$ cat src/tkst_pkg.sv
package tkst_pkg;

    // Fixed field widths of the item and register formats.
    localparam int TICKS_W   = 64;
    localparam int LIMIT_W   = 5;
    localparam logic [LIMIT_W-1:0] LIMIT_RST = 5'd16;

    // Operation carried by each input item.
    typedef enum logic {
        OP_ADD  = 1'b0,
        OP_DUMP = 1'b1
    } t_op;

endpackage

$ cat src/tkst_in_if.sv
interface tkst_in_if #(
    parameter int TAG_WIDTH = 16
);
    import tkst_pkg::*;

    logic                        valid;
    logic                        ready;
    t_op                         op;
    logic signed [TICKS_W-1:0]   ticks;
    logic        [TAG_WIDTH-1:0] tag;
    logic                        force_req;

    modport source (output valid, op, ticks, tag, force_req, input ready);
    modport sink   (input valid, op, ticks, tag, force_req, output ready);
endinterface

$ cat src/tkst_out_if.sv
interface tkst_out_if #(
    parameter int TAG_WIDTH = 16
);
    import tkst_pkg::*;

    logic                        valid;
    logic                        ready;
    logic                        accepted;
    logic                        entry_valid;
    logic signed [TICKS_W-1:0]   out_ticks;
    logic        [TAG_WIDTH-1:0] out_tag;
    logic                        last;

    modport source (output valid, accepted, entry_valid, out_ticks, out_tag, last,
                    input ready);
    modport sink   (input valid, accepted, entry_valid, out_ticks, out_tag, last,
                    output ready);
endinterface

$ cat src/tkst_cfg_if.sv
interface tkst_cfg_if;
    import tkst_pkg::*;

    logic               valid;
    logic               ready;
    logic [LIMIT_W-1:0] entry_limit;

    modport source (output valid, entry_limit, input ready);
    modport sink   (input valid, entry_limit, output ready);
endinterface

$ cat src/top_k_sorted_tracker_top.sv
// Top-k sorted tracker.
// Keeps the entries with the largest signed tick counts, in descending order,
// each with a tag. Input items arrive on i_in (valid/ready): an add offers one
// entry, a dump reads out every held entry in order and empties the store.
// Results leave on o_out (valid/ready); the final result of an item has last set.
// The entry limit is written on i_cfg, which is always ready; write it only
// while the block is idle. After reset the store is empty and the limit is 16.
// An add walks the store from its tail, one entry per cycle through the
// comparators and the one-read, one-write entry memory. A dump reads each
// entry from memory and then loads it into the output register. An empty dump
// gives one result without an entry. With force_req, an add to a full store
// replaces the least entry even when the new entry is smaller.
// i_in is ready only between items. Finished results sit in an output register,
// so the next item can be taken while the previous result waits; when o_out
// stalls, the sequencer holds until the output register frees up.
module top_k_sorted_tracker_top #(
    parameter int DEPTH     = 16,
    parameter int TAG_WIDTH = 16
) (
    input  logic        i_clk,
    input  logic        i_rst_n,
    tkst_cfg_if.sink    i_cfg,
    tkst_in_if.sink     i_in,
    tkst_out_if.source  o_out
);
    import tkst_pkg::*;

    localparam int AW = $clog2(DEPTH);
    localparam int CW = $clog2(DEPTH+1);
    localparam int LW = (CW > LIMIT_W) ? CW : LIMIT_W;

    logic [LIMIT_W-1:0]   r_limit;
    logic [LW-1:0]        limit_ext;
    logic [CW-1:0]        limit_eff;

    logic                 wr_en;
    logic [AW-1:0]        wr_addr;
    logic [TICKS_W-1:0]   wr_key;
    logic [TAG_WIDTH-1:0] wr_tag;
    logic [AW-1:0]        rd_addr;
    logic [TICKS_W-1:0]   rd_key;
    logic [TAG_WIDTH-1:0] rd_tag;

    // Limit register, written whenever the configuration channel offers data.
    assign i_cfg.ready = 1'b1;

    always_ff @(posedge i_clk) begin
        if (!i_rst_n) begin
            r_limit <= LIMIT_RST;
        end else if (i_cfg.valid) begin
            r_limit <= i_cfg.entry_limit;
        end
    end

    // A limit of zero acts as one, a limit above the store depth as the depth.
    always_comb begin
        limit_ext = LW'(r_limit);
        if (limit_ext == '0) begin
            limit_ext = LW'(1);
        end else if (limit_ext > LW'(DEPTH)) begin
            limit_ext = LW'(DEPTH);
        end
        limit_eff = CW'(limit_ext);
    end

    tkst_seq #(
        .DEPTH     (DEPTH),
        .TAG_WIDTH (TAG_WIDTH)
    ) u_seq (
        .i_clk     (i_clk),
        .i_rst_n   (i_rst_n),
        .in_ch     (i_in),
        .out_ch    (o_out),
        .i_limit   (limit_eff),
        .o_wr_en   (wr_en),
        .o_wr_addr (wr_addr),
        .o_wr_key  (wr_key),
        .o_wr_tag  (wr_tag),
        .o_rd_addr (rd_addr),
        .i_rd_key  (rd_key),
        .i_rd_tag  (rd_tag)
    );

    tkst_store #(
        .DEPTH     (DEPTH),
        .TAG_WIDTH (TAG_WIDTH)
    ) u_store (
        .i_clk     (i_clk),
        .i_wr_en   (wr_en),
        .i_wr_addr (wr_addr),
        .i_wr_key  (wr_key),
        .i_wr_tag  (wr_tag),
        .i_rd_addr (rd_addr),
        .o_rd_key  (rd_key),
        .o_rd_tag  (rd_tag)
    );

endmodule

$ cat src/tkst_store.sv
module tkst_store #(
    parameter int DEPTH     = 16,
    parameter int TAG_WIDTH = 16
) (
    input  logic                          i_clk,
    input  logic                          i_wr_en,
    input  logic [$clog2(DEPTH)-1:0]      i_wr_addr,
    input  logic [tkst_pkg::TICKS_W-1:0]  i_wr_key,
    input  logic [TAG_WIDTH-1:0]          i_wr_tag,
    input  logic [$clog2(DEPTH)-1:0]      i_rd_addr,
    output logic [tkst_pkg::TICKS_W-1:0]  o_rd_key,
    output logic [TAG_WIDTH-1:0]          o_rd_tag
);
    import tkst_pkg::*;

    logic [TICKS_W-1:0]   mem_key [DEPTH];
    logic [TAG_WIDTH-1:0] mem_tag [DEPTH];

    // One write port and one registered read port.
    always_ff @(posedge i_clk) begin
        if (i_wr_en) begin
            mem_key[i_wr_addr] <= i_wr_key;
            mem_tag[i_wr_addr] <= i_wr_tag;
        end
        o_rd_key <= mem_key[i_rd_addr];
        o_rd_tag <= mem_tag[i_rd_addr];
    end

endmodule

$ cat src/tkst_seq.sv
module tkst_seq #(
    parameter int DEPTH     = 16,
    parameter int TAG_WIDTH = 16
) (
    input  logic                          i_clk,
    input  logic                          i_rst_n,
    tkst_in_if.sink                       in_ch,
    tkst_out_if.source                    out_ch,
    input  logic [$clog2(DEPTH+1)-1:0]    i_limit,
    output logic                          o_wr_en,
    output logic [$clog2(DEPTH)-1:0]      o_wr_addr,
    output logic [tkst_pkg::TICKS_W-1:0]  o_wr_key,
    output logic [TAG_WIDTH-1:0]          o_wr_tag,
    output logic [$clog2(DEPTH)-1:0]      o_rd_addr,
    input  logic [tkst_pkg::TICKS_W-1:0]  i_rd_key,
    input  logic [TAG_WIDTH-1:0]          i_rd_tag
);
    import tkst_pkg::*;

    localparam int AW = $clog2(DEPTH);
    localparam int CW = $clog2(DEPTH+1);

    typedef enum logic [2:0] {
        S_IDLE,
        S_LEAST,
        S_WALK,
        S_PUT,
        S_RESP,
        S_DUMP_RD,
        S_DUMP_WT
    } t_state;

    t_state               r_state, n_state;
    logic [TICKS_W-1:0]   r_key, n_key;
    logic [TAG_WIDTH-1:0] r_tag, n_tag;
    logic                 r_force, n_force;
    logic [AW-1:0]        r_idx, n_idx;
    logic [CW-1:0]        r_cnt, n_cnt;
    logic                 r_acc, n_acc;

    logic                 r_ov, n_ov;
    logic                 r_oacc, n_oacc;
    logic                 r_oev, n_oev;
    logic [TICKS_W-1:0]   r_oticks, n_oticks;
    logic [TAG_WIDTH-1:0] r_otag, n_otag;
    logic                 r_olast, n_olast;

    logic                 out_free;
    logic                 full;
    logic                 key_gt;
    logic                 least_gt;
    logic [AW-1:0]        cnt_last;

    // The compare units: new key against the entry just read, in both directions.
    assign key_gt   = $signed(r_key) > $signed(i_rd_key);
    assign least_gt = $signed(i_rd_key) > $signed(r_key);
    assign full     = r_cnt >= i_limit;
    assign cnt_last = AW'(r_cnt - CW'(1));
    assign out_free = !r_ov || out_ch.ready;

    assign in_ch.ready        = (r_state == S_IDLE);
    assign out_ch.valid       = r_ov;
    assign out_ch.accepted    = r_oacc;
    assign out_ch.entry_valid = r_oev;
    assign out_ch.out_ticks   = r_oticks;
    assign out_ch.out_tag     = r_otag;
    assign out_ch.last        = r_olast;

    // Sequencer: insertion walks from the tail toward the head, one entry a cycle.
    always_comb begin
        n_state  = r_state;
        n_key    = r_key;
        n_tag    = r_tag;
        n_force  = r_force;
        n_idx    = r_idx;
        n_cnt    = r_cnt;
        n_acc    = r_acc;
        n_ov     = r_ov;
        n_oacc   = r_oacc;
        n_oev    = r_oev;
        n_oticks = r_oticks;
        n_otag   = r_otag;
        n_olast  = r_olast;

        o_wr_en   = 1'b0;
        o_wr_addr = AW'(r_idx + AW'(1));
        o_wr_key  = r_key;
        o_wr_tag  = r_tag;
        o_rd_addr = r_idx;

        if (r_ov && out_ch.ready) begin
            n_ov = 1'b0;
        end

        unique case (r_state)
            S_IDLE: begin
                if (in_ch.valid) begin
                    n_key   = in_ch.ticks;
                    n_tag   = in_ch.tag;
                    n_force = in_ch.force_req;
                    if (in_ch.op == OP_DUMP) begin
                        n_idx = '0;
                        if (r_cnt == '0) begin
                            n_acc   = 1'b0;
                            n_state = S_RESP;
                        end else begin
                            n_state = S_DUMP_RD;
                        end
                    end else if (!full) begin
                        n_acc = 1'b1;
                        n_cnt = CW'(r_cnt + CW'(1));
                        if (r_cnt == '0) begin
                            n_idx   = '0;
                            n_state = S_PUT;
                        end else begin
                            o_rd_addr = cnt_last;
                            n_idx     = cnt_last;
                            n_state   = S_WALK;
                        end
                    end else begin
                        // Store full: first look at the least entry.
                        o_rd_addr = cnt_last;
                        n_idx     = cnt_last;
                        n_state   = S_LEAST;
                    end
                end
            end
            S_LEAST: begin
                if (!least_gt) begin
                    // The least is dropped and the new entry inserted.
                    n_acc = 1'b1;
                    if (r_idx == '0) begin
                        n_state = S_PUT;
                    end else begin
                        o_rd_addr = AW'(r_idx - AW'(1));
                        n_idx     = AW'(r_idx - AW'(1));
                        n_state   = S_WALK;
                    end
                end else if (r_force) begin
                    n_acc   = 1'b1;
                    n_state = S_PUT;
                end else begin
                    n_acc   = 1'b0;
                    n_state = S_RESP;
                end
            end
            S_WALK: begin
                o_wr_en = 1'b1;
                if (key_gt) begin
                    // Shift the smaller entry one place toward the tail.
                    o_wr_key = i_rd_key;
                    o_wr_tag = i_rd_tag;
                    if (r_idx == '0) begin
                        n_state = S_PUT;
                    end else begin
                        o_rd_addr = AW'(r_idx - AW'(1));
                        n_idx     = AW'(r_idx - AW'(1));
                    end
                end else begin
                    n_state = S_RESP;
                end
            end
            S_PUT: begin
                o_wr_en   = 1'b1;
                o_wr_addr = r_idx;
                n_state   = S_RESP;
            end
            S_RESP: begin
                if (out_free) begin
                    n_ov     = 1'b1;
                    n_oacc   = r_acc;
                    n_oev    = 1'b0;
                    n_oticks = '0;
                    n_otag   = '0;
                    n_olast  = 1'b1;
                    n_state  = S_IDLE;
                end
            end
            S_DUMP_RD: begin
                n_state = S_DUMP_WT;
            end
            S_DUMP_WT: begin
                if (out_free) begin
                    n_ov     = 1'b1;
                    n_oacc   = 1'b0;
                    n_oev    = 1'b1;
                    n_oticks = i_rd_key;
                    n_otag   = i_rd_tag;
                    n_olast  = (r_idx == cnt_last);
                    if (r_idx == cnt_last) begin
                        n_cnt   = '0;
                        n_state = S_IDLE;
                    end else begin
                        n_idx   = AW'(r_idx + AW'(1));
                        n_state = S_DUMP_RD;
                    end
                end
            end
            default: begin
                n_state = S_IDLE;
            end
        endcase
    end

    // State, counters and the output register.
    always_ff @(posedge i_clk) begin
        if (!i_rst_n) begin
            r_state <= S_IDLE;
            r_cnt   <= '0;
            r_ov    <= 1'b0;
        end else begin
            r_state <= n_state;
            r_cnt   <= n_cnt;
            r_ov    <= n_ov;
        end
        r_key    <= n_key;
        r_tag    <= n_tag;
        r_force  <= n_force;
        r_idx    <= n_idx;
        r_acc    <= n_acc;
        r_oacc   <= n_oacc;
        r_oev    <= n_oev;
        r_oticks <= n_oticks;
        r_otag   <= n_otag;
        r_olast  <= n_olast;
    end

endmodule
$ cat src/flat_wrapper.sv
// flat-port wrapper written by rule: the top's interface ports become plain ports
module top_k_sorted_tracker_top_flat import tkst_pkg::*;
#(
    parameter int DEPTH     = 16,
    parameter int TAG_WIDTH = 16
)
  (i_clk, i_rst_n, i_cfg_valid, i_cfg_entry_limit, i_cfg_ready, i_in_valid, i_in_op, i_in_ticks, i_in_tag, i_in_force_req, i_in_ready, o_out_valid, o_out_accepted, o_out_entry_valid, o_out_out_ticks, o_out_out_tag, o_out_last, o_out_ready);
  tkst_cfg_if i_cfg_i ();
  tkst_in_if #(.TAG_WIDTH(TAG_WIDTH)) i_in_i ();
  tkst_out_if #(.TAG_WIDTH(TAG_WIDTH)) o_out_i ();
  input  logic i_clk;
  input  logic i_rst_n;
  input wire logic [$bits(i_cfg_i.valid)-1:0] i_cfg_valid;
  input wire logic [$bits(i_cfg_i.entry_limit)-1:0] i_cfg_entry_limit;
  output wire logic [$bits(i_cfg_i.ready)-1:0] i_cfg_ready;
  input wire logic [$bits(i_in_i.valid)-1:0] i_in_valid;
  input wire logic [$bits(i_in_i.op)-1:0] i_in_op;
  input wire logic [$bits(i_in_i.ticks)-1:0] i_in_ticks;
  input wire logic [$bits(i_in_i.tag)-1:0] i_in_tag;
  input wire logic [$bits(i_in_i.force_req)-1:0] i_in_force_req;
  output wire logic [$bits(i_in_i.ready)-1:0] i_in_ready;
  output wire logic [$bits(o_out_i.valid)-1:0] o_out_valid;
  output wire logic [$bits(o_out_i.accepted)-1:0] o_out_accepted;
  output wire logic [$bits(o_out_i.entry_valid)-1:0] o_out_entry_valid;
  output wire logic [$bits(o_out_i.out_ticks)-1:0] o_out_out_ticks;
  output wire logic [$bits(o_out_i.out_tag)-1:0] o_out_out_tag;
  output wire logic [$bits(o_out_i.last)-1:0] o_out_last;
  input wire logic [$bits(o_out_i.ready)-1:0] o_out_ready;
  assign i_cfg_i.valid = i_cfg_valid;
  assign i_cfg_i.entry_limit = i_cfg_entry_limit;
  assign i_cfg_ready = i_cfg_i.ready;
  assign i_in_i.valid = i_in_valid;
  assign i_in_i.op = i_in_op;
  assign i_in_i.ticks = i_in_ticks;
  assign i_in_i.tag = i_in_tag;
  assign i_in_i.force_req = i_in_force_req;
  assign i_in_ready = i_in_i.ready;
  assign o_out_valid = o_out_i.valid;
  assign o_out_accepted = o_out_i.accepted;
  assign o_out_entry_valid = o_out_i.entry_valid;
  assign o_out_out_ticks = o_out_i.out_ticks;
  assign o_out_out_tag = o_out_i.out_tag;
  assign o_out_last = o_out_i.last;
  assign o_out_i.ready = o_out_ready;
  top_k_sorted_tracker_top #(.DEPTH(DEPTH), .TAG_WIDTH(TAG_WIDTH)) u_core (.i_clk(i_clk), .i_rst_n(i_rst_n), .i_cfg(i_cfg_i), .i_in(i_in_i), .o_out(o_out_i));
endmodule
$ cat config.mk
export PLATFORM = sky130hd
export DESIGN_NAME = top_k_sorted_tracker_top_flat
export DESIGN_NICKNAME = d
export VERILOG_FILES = /design/src/tkst_pkg.sv /design/src/tkst_in_if.sv /design/src/tkst_out_if.sv /design/src/tkst_cfg_if.sv /design/src/top_k_sorted_tracker_top.sv /design/src/tkst_store.sv /design/src/tkst_seq.sv /design/src/flat_wrapper.sv
export SDC_FILE = /design/constraint.sdc
export NUM_CORES = 2
export LEC_CHECK = 0
export BUFFER_PORTS_ARGS = -buffer_cell sky130_fd_sc_hd__buf_2
export CAP_MARGIN = 20
export CORE_AREA = 2 2 482 364
export CTS_CLUSTER_SIZE = 16
export DETAILED_ROUTE_END_ITERATION = 16
export DIE_AREA = 0 0 484 366
export GPL_ROUTABILITY_DRIVEN = 0
export SLEW_MARGIN = 40
export SYNTH_ARGS = -nofsm -noshare
export SYNTH_HDL_FRONTEND = slang
export SYNTH_SLANG_ARGS = --single-unit
$ cat constraint.sdc
create_clock -name i_clk -period 14.2 [get_ports i_clk]
set_clock_uncertainty 0.15 [all_clocks]
set_input_delay 2.13 -clock i_clk [delete_from_list [all_inputs] [get_ports i_clk]]
set_output_delay 2.13 -clock i_clk [all_outputs]
set_load 0.01 [all_outputs]
# After elaboration in Yosys (flattened, before gate mapping)

Memories as Yosys holds them, arrays and structs flattened. A register that Yosys moved wholly into a read port is not among the register bits.
Index checks and enable logic that the tools add are counted.
W data, S select, Z words.

$add $sub $neg: 4
$lt $le $gt $ge: 4
Eq/ne operators: 17
Mux-type cells: 68
Reduce and logical (&&, ||, !) cells: 19

Operators by type and width:

| cell                  | count |
|---|---|
| $mux W64              | 4 |
| $gt A64 B64 Y1        | 2 |
| $pmux W64 S2          | 1 |
| $mux W16              | 4 |
| $mux W4               | 14 |
| $mux W5               | 7 |
| $pmux W16 S2          | 1 |
| $mux W3               | 10 |
| $pmux W3 S7           | 1 |
| $mux W1               | 19 |
| $pmux W4 S4           | 1 |
| $ne A2 B2 Y1 const B  | 7 |
| $pmux W4 S3           | 1 |
| $reduce_and A4 Y1     | 3 |
| $logic_not A5 Y1      | 2 |
| $pmux W5 S2           | 1 |
| $eq A3 B3 Y1 const B  | 3 |
| $pmux W1 S2           | 4 |
| $sub A4 B1 Y4 const B | 2 |
| $eq A3 B2 Y1 const B  | 2 |
| $ne A3 B3 Y1 const B  | 2 |
| $reduce_and A6 Y1     | 1 |
| $reduce_bool A2 Y1    | 3 |
| $add A5 B1 Y5 const B | 1 |
| 15 further kinds      | 16 |

Flip-flop bits (word level): 183
Memory bits (writable): 1280
Word-level logic and storage cells: 128
Memories kept: 2

Memory list:

| memory                 | words | width | rd ports | clocked after Yosys merged registers in | write ports | RTL line         | source |
|---|---|---|---|---|---|---|---|
| u_core.u_store.mem_key | 16    | 64    | 1        | 1                                       | 1           | tkst_store.sv:16 | `logic [TICKS_W-1:0] mem_key [DEPTH];` |
| u_core.u_store.mem_tag | 16    | 16    | 1        | 1                                       | 1           | tkst_store.sv:17 | `logic [TAG_WIDTH-1:0] mem_tag [DEPTH];` |

# Depth between registers and ports, before layout

Depth in word-level cells: 8
Mapped depth: 19

# Hierarchy

From an unflattened synthesis, not the netlist that was laid out.

Cell total of the unflattened synthesis: 2932
Area, all modules: 59239.3 µm²

Modules (own cells, without submodules):

| module                   | times used | cells each | area an instance (µm²) | sequential area each (µm²) |
|---|---|---|---|---|
| tkst_store               | 1          | 2054       | 49422.4                | 40038.4 |
| tkst_seq                 | 1          | 853        | 9584.2                 | 5255.0 |
| top_k_sorted_tracker_top | 1          | 25         | 232.7                  | 100.1 |

# Least setup slack after synthesis

No wires, ideal clock.

Path kind: input port to flip-flop
From: input o_out_ready
To: register u_core.u_seq.r_oacc (netlist: u_core.u_seq.out_ch.accepted), enable pin
Data arrival time: 7.826 ns
Data required time: 13.424 ns
Setup slack: 5.598 ns
Stages on the path: 2
Buffers on the path: 0
Path through: nor2b_1 > nor3_1

Longest elaborated chain between the ends: 3
Elaborated cells on any way between the ends: 4

Ends and longest elaborated chain:

| what                            | RTL line           | source |
|---|---|---|
| start: declaration              | flat_wrapper.sv:28 | `input wire logic [$bits(o_out_i.ready)-1:0] o_out_ready;` |
| $logic_or A1 B1 Y1 (*)          | tkst_seq.sv:59     | `assign out_free = !r_ov \|\| out_ch.ready;` |
| $ne A2 B2 Y1 (no line)          | --                 |  |
| $reduce_and A3 Y1 (no line) (*) | --                 |  |
| end signal: assignment          | tkst_seq.sv:221    | `r_oacc <= n_oacc;` |
| end: declaration                | tkst_seq.sv:42     | `logic r_oacc, n_oacc;` |

Mark *: on every way between the ends. The rest lies on a longest branch, timed or not.
A chain may end at the register's enable or synchronous reset.

# Worst setup path after layout

From: register u_core.u_seq.r_key[63]
To: register u_core.u_store.o_rd_key[13] in the netlist's numbering (read register of u_core.u_store.mem_key)

Longest elaborated chain between the ends: 3
Elaborated cells on any way between the ends: 5

Ends and longest elaborated chain:

| what                                     | RTL line                         | source |
|---|---|---|
| start: declaration                       | tkst_seq.sv:34                   | `logic [TICKS_W-1:0] r_key, n_key;` |
| start signal: assignment                 | tkst_seq.sv:216                  | `r_key <= n_key;` |
| $gt A64 B64 Y1, on equally long branches | tkst_seq.sv:55, tkst_seq.sv:56   |  |
| $mux W4, on equally long branches        | tkst_seq.sv:149, tkst_seq.sv:129 |  |
| $pmux W4 S3 (*)                          | tkst_seq.sv:95                   | `unique case (r_state)` |
| end: declaration                         | tkst_store.sv:11                 | `output logic [tkst_pkg::TICKS_W-1:0] o_rd_key,` |

Marks and branches as above.

==> results.yml <==
run_status:
  status: "finished, final reports clean"
sta:
  worst_slack_ns: 7.73
  whs_ns: 0.405
  final-setup-viol-count: 0
  fin_tns_setup_ns: 0
  max-slew-margin-rel_pct: 38.7
  drv_slew: 0
  min_period_ns: 6.47
  fmax_ghz: 0.154
  rsz0062_at_grt: "false"
  fin_crit_sh_pct: 45.6
  worstMarginPinSlew_ns: 0.920
  hold_violations: 0
grt:
  grt_pass1_vias: 31200
  grt_max_degree: 75
  globalRouteTotalUtil_pct: 17.6
  antenna_found_initial: 7
  grt_first_pass_wirelength_mm: 227
  gr-total-overflow: 0
final_layout:
  syn_to_final_growth_pct: 15.3
  layout.cells.most_common_list: "edfxtp_1 (1449), mux2i_1 (645), a22oi_1 (321)"
  final_common_cell: "edfxtp_1"
  layout-drive-gt1-share_pct: 15.8
  nets: 3798
  stdcell_area_um2: 69200
  n_fill_cell: 15400
detailed_routing:
  drt_iter0_markers: 3336
  first_pass_iters: 5
  drc: 0
  ant_nets: 0
  wl_per_cell_um: 26.5
  vias: 31700
  viasPerCell: 5.24
  routed_wl_mm: 160
power_and_ir_drop:
  p_per_area_nw_per_um2: 243
  pwr-share-clk_pct: 24.4
  ir_worst_vdd_uv: 407
  leakage_nw: 23.4
  p_switching_mw: 6.03
  p_sw_share_pct: 36.0
  share_comb_of_total_power_pct: 38.5
  p_int_mw: 10.7
  seqPwrFrac_pct: 37.2
  total_power_mw: 16.8
setup_path:
  critPathLaunchType: "register"
  crit_type: "reg -> reg"
  cp-end-kind: "register"
  arrival_ns: 6.98
  critPathBufInv: 3
  cp_top_family: "simple AND/OR/NAND/NOR gates"
  cp_slowest_cell: "buf_4"
  required_ns: 14.70
  slowest_delay_ns: 0.76
  cp_max_fo: 74
  cp_cell_sequence: "ha_1 > nand4_2 > nor4_4 > nand3_2 > nor4_2 > a21oi_1 > o21ai_2 > mux2_4 > o211a_1 > o21ai_4 > buf_12 > buf_16 > buf_4 > mux2i_1 > a22oi_1 > and4_1"
cts:
  clockBufferDepth: 3
  postCtsHoldBufs: 0
  htreeDepth: 4
  cts_made_buffers: 152
  cts_tree: "yes"
  cts_setup_buffers: 0
  cts-root-buf: "clkbuf_16"
  post_cts_resized: 0
  cts.sinks: 1543
  path_clk_slew_ns: 0.07
  clkLatencyLatePin_ns: 0.78
floorplanning:
  ios: 178
  dieArea_um2: 177000
  std_cell_rows: 132
  die_height_um: 366
  die_w_um: 484
  start_util_pct: 34.9
  core-area_um2: 172000
place:
  io_buffers: 176
  preCtsSetupSlack_ns: 7.71
  post-dp-hpwl_mm: 82.2
  place_area_um2: 64100
job:
  maxCapViolCount: 0
synth:
  avgSynthCellArea_um2: 17.7
  yosysUniqueCellTypes: 59
  async_reset_ff_share_pct: 0
  syn_nets: 3554
  synthCells: 3388
  synth-edff-count: 1449
  yosys_warnings: 0
  synth_area_um2: 60000
  ys_ff_latch: 1543
  synthFlopType: "edfxtp_1"
  seq_area_frac_synth_pct: 75.7
hold_path:
  hold_class: "reg -> reg"
[layout make-up]
class,instances,area [um2],share of cell area [%]
antenna,3,7.51,0.0109
clock buffer,210,4210,6.08
clock inverter,72,838,1.21
inverter,78,293,0.423
multi-input combinational,1601,13800,20.0
sequential,1543,45400,65.6
tap,2278,2850,4.12
timing repair buffer,256,1770,2.56
[tightest hold or removal path, stage by stage, from the launching register on]
cell and delay, ns:
dfxtp_1 0.33, mux2i_1 0.12, nor2b_1 0.05
[cell families (layout without fill, tap and decap cells)]
family	count (synthesis)	in the layout	share of synthesized area, %
compound gates	435	435	5.25
xor+xnor	15	15	0.219
fa+ha+maj	74	74	1.54
buf+inv	244	616	1.66
flops	1543	1543	75.7
mux	727	727	12.3
other cells	1	4	0.00625
simple gates	349	349	3.33
[flip-flops by register name (all words and copies together) (netlist names), 4 cells and up]
signal / count
u_core.r_limit: 5
u_core.u_store.o_rd_key: 64
u_core.u_seq.r_idx: 4
u_core.u_seq.r_cnt: 5
u_core.u_seq.out_ch.out_ticks: 64
u_core.u_store.mem_tag: 256
u_core.u_seq.r_key: 64
u_core.u_seq.r_tag: 16
u_core.u_seq.out_ch.out_tag: 16
u_core.u_store.mem_key: 1024
u_core.u_store.o_rd_tag: 16
[power groups by stage]
stage	Combinational, mW	Sequential (mW)	Clock (mW)
finish	6.45	6.24	4.09
global route	6.91	6.28	4.37
CTS	6.47	6.24	4.18
detailed placement	6.46	6.33	0
global placement	6.34	6.33	0
floorplan	4.38	6.30	0
[path summary, 6_finish.rpt]
path         cells after the start                           to              startpoint  slack, ns
max                             16  u_core.u_store.o_rd_key[13]  u_core.u_seq.r_key[63]       7.73
min                              2            u_core.r_limit[2]       u_core.r_limit[2]       0.40
max reg2reg                     16  u_core.u_store.o_rd_key[13]  u_core.u_seq.r_key[63]       7.73
min reg2reg                      2            u_core.r_limit[2]       u_core.r_limit[2]       0.40
[per-layer routing]
metal | vias up | wire length, um | GRT usage, %
met5 | - | 0 | 0
met4 | 0 | 3930 | 5.45
met3 | 228 | 9450 | 2.67
met2 | 1091 | 74700 | 27.7
met1 | 16400 | 71900 | 25.2
li1 | 14000 | - | -
[stage by stage]
step,util [%],instances
final,40.2,6041
after global routing,40.2,6039
after CTS,40.2,6036
after detailed placement,37.2,5754
after global placement,37.1,5746
after floorplan,-,3388
[Yosys cell counts (all sizes together) (3+ instances only)]
cell | number | area (um2)
dfxtp | 94 | 1880
nor3 | 21 | 105
clkbuf | 100 | 375
nor2 | 115 | 432
nand3 | 8 | 45.0
mux2i | 645 | 6460
a21o | 9 | 67.6
o21ai | 26 | 134
mux2 | 82 | 927
ha | 74 | 926
a21oi | 35 | 175
nor4 | 8 | 96.3
a22oi | 321 | 2410
a211oi | 8 | 70.1
and2 | 5 | 31.3
nand4 | 11 | 75.1
nand2 | 56 | 210
o211ai | 8 | 60.1
o31ai | 5 | 37.5
edfxtp | 1449 | 43500
nand2b | 3 | 18.8
nor2b | 9 | 56.3
a221oi | 5 | 50.0
and4 | 82 | 718
or3 | 5 | 31.3
o21a | 4 | 30.0
xor2 | 10 | 87.6
buf | 66 | 330
inv | 77 | 289
and3 | 22 | 138
xnor2 | 5 | 43.8
No activity file was read; power rests on OpenSTA's default activity.
